`src/hw/rtl/rphd_pkg.sv`:
```
// Package for the ray to plane hit distance block.
// Holds the field widths, the beat types of both channels and the control type
// passed along the pipeline. It depends on nothing else.
package rphd_pkg;

    localparam int COORD_W = 20;
    localparam int DIST_W  = 24;
    localparam int PROD_W  = 2 * COORD_W;
    localparam int DOT_W   = PROD_W + 2;
    localparam int ERR_W   = DOT_W + COORD_W + 1;
    localparam int SQ_W    = 2 * ERR_W + 2;
    localparam int D2_W    = 2 * DOT_W;

    typedef struct packed {
        logic signed [COORD_W-1:0] impact_x;
        logic signed [COORD_W-1:0] impact_y;
        logic signed [COORD_W-1:0] impact_z;
        logic signed [COORD_W-1:0] dir_x;
        logic signed [COORD_W-1:0] dir_y;
        logic signed [COORD_W-1:0] dir_z;
        logic signed [COORD_W-1:0] hit_x;
        logic signed [COORD_W-1:0] hit_y;
        logic signed [COORD_W-1:0] hit_z;
    } t_in_beat;

    typedef struct packed {
        logic [DIST_W-1:0] distance;
        logic              in_front;
    } t_out_beat;

    typedef struct packed {
        logic valid;
        logic in_front;
    } t_ctl;

endpackage

```
`src/hw/rtl/rphd_root_cell.sv`:
```
// One cell of the quotient chain: decides a single bit of floor(sqrt(S) / d).
// It keeps the remainder S - (q*d)^2 and q*d^2, using shifts and adds only.
// Uses rphd_pkg for the control type.
module rphd_root_cell
    import rphd_pkg::*;
#(
    parameter int SW  = 128,
    parameter int DW  = 84,
    parameter int QW  = 24,
    parameter int BIT = 0
) (
    input  logic             i_clk,
    input  logic             i_rst_n,
    input  logic             i_en,
    input  t_ctl             i_ctl,
    input  logic [SW-1:0]    i_rem,
    input  logic [DW-1:0]    i_d2,
    input  logic [DW+QW-1:0] i_acc,
    input  logic [QW-1:0]    i_quo,
    output t_ctl             o_ctl,
    output logic [SW-1:0]    o_rem,
    output logic [DW-1:0]    o_d2,
    output logic [DW+QW-1:0] o_acc,
    output logic [QW-1:0]    o_quo
);

    localparam int CW = (SW > DW + 2 * QW + 2) ? SW : DW + 2 * QW + 2;

    logic [CW-1:0]    cand;
    logic             take;
    t_ctl             r_ctl;
    logic [SW-1:0]    r_rem;
    logic [DW-1:0]    r_d2;
    logic [DW+QW-1:0] r_acc;
    logic [QW-1:0]    r_quo;

    assign cand = (CW'(i_acc) << (BIT + 1)) + (CW'(i_d2) << (2 * BIT));
    assign take = cand <= CW'(i_rem);

    always_ff @(posedge i_clk) begin
        if (!i_rst_n) begin
            r_ctl <= '0;
        end else if (i_en) begin
            r_ctl <= i_ctl;
        end
        if (i_en) begin
            r_d2  <= i_d2;
            r_rem <= take ? i_rem - cand[SW-1:0] : i_rem;
            r_acc <= take ? i_acc + ((DW+QW)'(i_d2) << BIT) : i_acc;
            r_quo <= i_quo | (QW'(take) << BIT);
        end
    end

    assign o_ctl = r_ctl;
    assign o_rem = r_rem;
    assign o_d2  = r_d2;
    assign o_acc = r_acc;
    assign o_quo = r_quo;

endmodule

```
`config.mk`:
```
export PLATFORM = sky130hd
export DESIGN_NAME = rphd_root_cell
export DESIGN_NICKNAME = d
export VERILOG_FILES = /design/src/hw/rtl/rphd_pkg.sv /design/src/hw/rtl/rphd_root_cell.sv
export SDC_FILE = /design/constraint.sdc
export NUM_CORES = 1
export LEC_CHECK = 0
export BUFFER_PORTS_ARGS = -buffer_cell sky130_fd_sc_hd__buf_2
export CAP_MARGIN = 30
export CORE_MARGIN = 3
export CORE_UTILIZATION = 45
export CTS_CLUSTER_SIZE = 40
export DETAILED_ROUTE_END_ITERATION = 8
export GPL_TIMING_DRIVEN = 0
export PLACE_DENSITY = 0.68
export SLEW_MARGIN = 20
export SYNTH_ARGS = -nofsm -noshare
export SYNTH_HDL_FRONTEND = slang
export SYNTH_SLANG_ARGS = --single-unit
```
`constraint.sdc`:
```
create_clock -name i_clk -period 8.1 [get_ports i_clk]
set_clock_uncertainty 0.15 [all_clocks]
set_input_delay 1.62 -clock i_clk [delete_from_list [all_inputs] [get_ports i_clk]]
set_output_delay 1.62 -clock i_clk [all_outputs]
set_load 0.1 [all_outputs]
```
======== Word-level counts from Yosys, hierarchy flattened ========
Cells that the tools add are included.
word-level totals
  flip-flop bits (word level) ............. 346
  input port bits ......................... 349
  output and inout port bits .............. 346
  word-level logic and storage cells ...... 13
cells by class
  add/sub/neg operators ................... 3
  order comparisons ....................... 1
  muxes and demuxes ....................... 2
  bitwise operators ....................... 1
operator list
  operator             count
  $le A110 B128 Y1     1
  $mux W128            1
  $sub A128 B110 Y128  1
  $add A109 B84 Y110   1
  $add A108 B84 Y108   1
  $mux W108            1
  $or A24 B1 Y24       1

======== Logic depth before layout (Yosys ltp) ========
  word-level depth ........................ 3
  gate-level depth with buffers ........... 30
  depth with buffers taken out ............ 26

======== Worst setup path after synthesis ========
Ideal clock, no wire load.
  path kind ............................... in2reg
  start point ............................. input port i_d2[1]
  end point ............................... register r_rem[110] (netlist: o_rem[110]), data pin
  library setup time ...................... 0.266 ns
  data arrival time ....................... 6.987 ns
  data required time ...................... 7.684 ns
  path slack .............................. 0.697 ns
  stages .................................. 27
  buffers on the path ..................... 1
  path through ............................ ha_1 -> inv_1 -> fa_1 -> nor2b_1 -> o31a_1 -> o311ai_2 -> a2111oi_0 -> nor3b_1 -> a21o_1 -> o21ba_2 -> o31a_1 -> o31ai_1 -> a221oi_1 -> xor2_1 -> ha_1 -> clkbuf_1 -> nand2_1 -> nor2_1 -> nand3_1 -> nor4_1 -> nand2_1 -> a2bb2oi_1 -> or3_1 -> o21ai_1 -> nor3b_2 -> nor3_1 -> xor2_1
between the ends
  word-level cells in the longest chain between the ends .. 3
  elaborated cells between the ends (all ways) .. 4
  those cells by class .................... 2 x add/sub; 1 x order compare; 1 x mux
RTL lines
  what                                                     RTL line                                    text
  from (decl)                                              rphd_root_cell.sv:17                        input logic [DW-1:0] i_d2,
  $add A109 B84 Y110 (*)                                   rphd_root_cell.sv:37                        assign cand = (CW'(i_acc) << (BIT + 1)) + (CW'(i_d2) << (2 * BIT));
  $sub A128 B110 Y128 or $le A110 B128 Y1 (tied branches)  rphd_root_cell.sv:48, rphd_root_cell.sv:38
  $mux W128 (*)                                            rphd_root_cell.sv:48                        r_rem <= take ? i_rem - cand[SW-1:0] : i_rem;
  to (signal assigned)                                     rphd_root_cell.sv:48
  to (decl)                                                rphd_root_cell.sv:32                        logic [SW-1:0] r_rem;
Every way passes the cells marked *; elsewhere a longest branch is shown, timed or not.
A chain may end at the register's enable or synchronous reset.

======== Worst setup path in the final report ========
  start point ............................. input port i_d2[1]
  end point ............................... register r_rem[74] (netlist: o_rem[74]), data pin
The elaborated chain is that of the path after synthesis.

==> flow_summary.yaml <==
cells_and_area:
  finalInstanceArea_um2: 38800
  fill_cells: 6622
  layout.nets: 5088
  multi_input_area_um2: 20600
  syn2layout_area_growth_pct: 22.1
  seqCellArea_um2: 10400
  final_cells: 5458
  final_common_cell: "buf_2"
  final_util_pct: 56.0
  post_route_cells_drive_above_1_share_pct: 21.8
  final_cell_mix: "buf_2 (710), nand2_1 (478), a21oi_1 (378)"
placed_design:
  portBuffers: 688
  dpl.cell_count: 5327
  globalplace.congestion: 0.975
  place_area_um2: 36400
  dp_hpwl_um: 107000
global_route:
  antenna_found_initial: 47
  overflow: 0
  grt_pass1_wl_um: 192000
  first_global_vias: 30978
  grt_max_degree: 102
  grt_usage_pct: 33.9
timing:
  post-route-period-util_pct: 98.7
  worstMarginPinSlew_ns: 1.14
  finalSetupViolCount: 0
  fmax_mhz: 125
  maxSlewHeadroom_pct: 23.6
  finalCriticalPeriod_ns: 8.00
  hold_viol_final: 0
  drv_slew: 0
  setup_tns_ns: 0
synthesis:
  ys_ff_latch: 346
  yosys.area.top_type: "edfxtp_1"
  synth_edf_count: 344
  ys_seq_area_share_pct: 32.7
  syn-num-nets: 4333
  yosysWarnings: 0
  netlist_area_um2: 31700
  ys.flop_type: "edfxtp_1"
  synth_area_leaders: "edfxtp_1 (33%), ha_1 (11%), a21oi_1 (6.1%)"
  syn_avg_cell_area_um2: 8.57
  synth_cells: 3704
  synthArstFlopShare_pct: 0
  synth_top_area_share_pct: 32.6
  synth_cell_types: 101
floorplan:
  dieArea_um2: 73700
  fp.coreArea_um2: 69200
  start_util_pct: 45.9
  fp-row-count: 96
  die_y_um: 272
  die_w_um: 272
  ios: 695
clock_network:
  clock_path_buffers: 3
  clk_pin_slew_ns: 0.06
  cts_made_buffers: 42
  cts_sinks: 346
  ctsHoldBuffers: 0
  htree_levels: 2
  clk-insertion-delay-late_ns: 0.58
  tritoncts: "built"
  clock-root-buffer: "clkbuf_16"
worst_setup_path:
  cp-start-kind: "primary input"
  crit_path_max_fanout: 7
  required_ns: 8.33
  crit_path_end_kind: "flip-flop"
  cpMaxStageDelayCell: "a211oi_1"
  cp.arrival_ns: 8.23
  crit_type: "primary input to flip-flop"
  worstReg2RegStart: "o_ctl[1]"
  cp_slowest_stage_delay_ns: 0.54
  crit_start: "i_d2[1]"
route:
  first_pass_iters: 6
  post_drt_wl_per_cell_um: 24.1
  num_vias: 32667
  routed_wl_um: 132000
  detail-route-antenna-nets: 0
  route.detailed.drc: 0
  drtIter0Drc: 3016
  vias_per_cell: 5.99
worst_hold_path:
  min_from: "o_ctl[0]"
  min_path_type: "flip-flop to flip-flop"
power:
  power.density_nw_per_um2: 261
  ir_drop_mv: 0.214
  leakagePower_nw: 16.1
outcome:
  outcome: "completed"
flow_run:
  max_cap_violations: 0
report_power, final:
part	total, mW	switching (mW)	internal [mW]
combinational	5.66	4.37	1.29
clock	1.98	0.828	1.15
sequential	2.49	0.0868	2.40
total	10.1	5.29	4.85
layout make-up:
type,instances,area share [%]
multi-input combinational,3090,53.3
sequential,346,26.8
timing repair buffer,719,9.85
tap,931,3.01
clock buffer,48,2.77
buffer,167,2.37
inverter,93,0.901
clock inverter,28,0.859
antenna,36,0.232
layer usage:
metal / routed length [µm] / vias to the layer above / track usage, %
met3: 11700 / 233 / 7.62
met2: 60400 / 1462 / 54.7
met5: 126 / - / 0
li1: - / 15411 / -
met1: 55200 / 15543 / 44.5
met4: 4360 / 18 / 12.5
Yosys cell counts (36+ instances only):
| cell | count |
|---|---|
| nor2_1 | 250 |
| xor2_1 | 149 |
| clkbuf_1 | 118 |
| nand3_1 | 77 |
| a21o_1 | 156 |
| nand4_1 | 106 |
| edfxtp_1 | 344 |
| o21bai_1 | 87 |
| a21oi_1 | 385 |
| and3_1 | 37 |
| nand2_1 | 478 |
| ha_1 | 277 |
| o21a_1 | 36 |
| inv_1 | 93 |
| o21ai_0 | 341 |
| nor3_1 | 71 |
| xnor2_1 | 168 |
state kept, by name (all words and copies together), names as in the netlist:
name   flops
o_acc    108
o_ctl      2
o_d2      84
o_quo     24
o_rem    128
critical path, delay by kind of cell:
| kind | cells | cell delay, ns |
|---|---|---|
| XOR/XNOR | 2 | 0.50 |
| buffers and inverters | 3 | 0.46 |
| AND/OR/NAND/NOR | 6 | 1.50 |
| AO/OA/AOI/OAI | 12 | 3.54 |
| adder cells (fa/ha/maj) | 3 | 0.59 |
final timing paths:
kind          endpoint  slack [ns]  cells past startpoint
min reg2reg   o_ctl[0]        0.37                      2
max          o_rem[74]        0.10                     26
max reg2reg   o_ctl[1]        7.35                      2
min           o_ctl[0]        0.37                      2
logic make-up (layout without fill, tap and decap cells):
kind of cell | count (synthesis) | after routing | synth area share [%]
AO/OA/AOI/OAI | 1281 | 1281 | 25.6
other | 0 | 36 | 0
AND/OR/NAND/NOR | 1197 | 1197 | 17.8
multiplexers | 15 | 15 | 0.520
buffers and inverters | 268 | 1055 | 3.54
flip-flops | 346 | 346 | 32.7
adder cells (fa/ha/maj) | 280 | 280 | 11.1
XOR/XNOR | 317 | 317 | 8.75
metrics by stage:
step / hold slack (ns) / power (mW) / setup WS [ns]
final: 0.370 / 10.1 / 0.102
after floorplan: 0.831 / 6.78 / 0.697
after detailed placement: 0.364 / 8.03 / -2.30
after global routing: 0.435 / 10.5 / -0.114
after global placement: 0.348 / 8.04 / -2.72
after CTS: 0.377 / 10.1 / 0.00592
repair_timing:
item / CTS / global route
resized for setup: 59 / 93
buffers inserted: 6 / 20
endpoints found under the setup margin: 237 / 236
pin swaps: 4 / 21
cloned: 0 / 0
(Power assumes the default switching activity.)
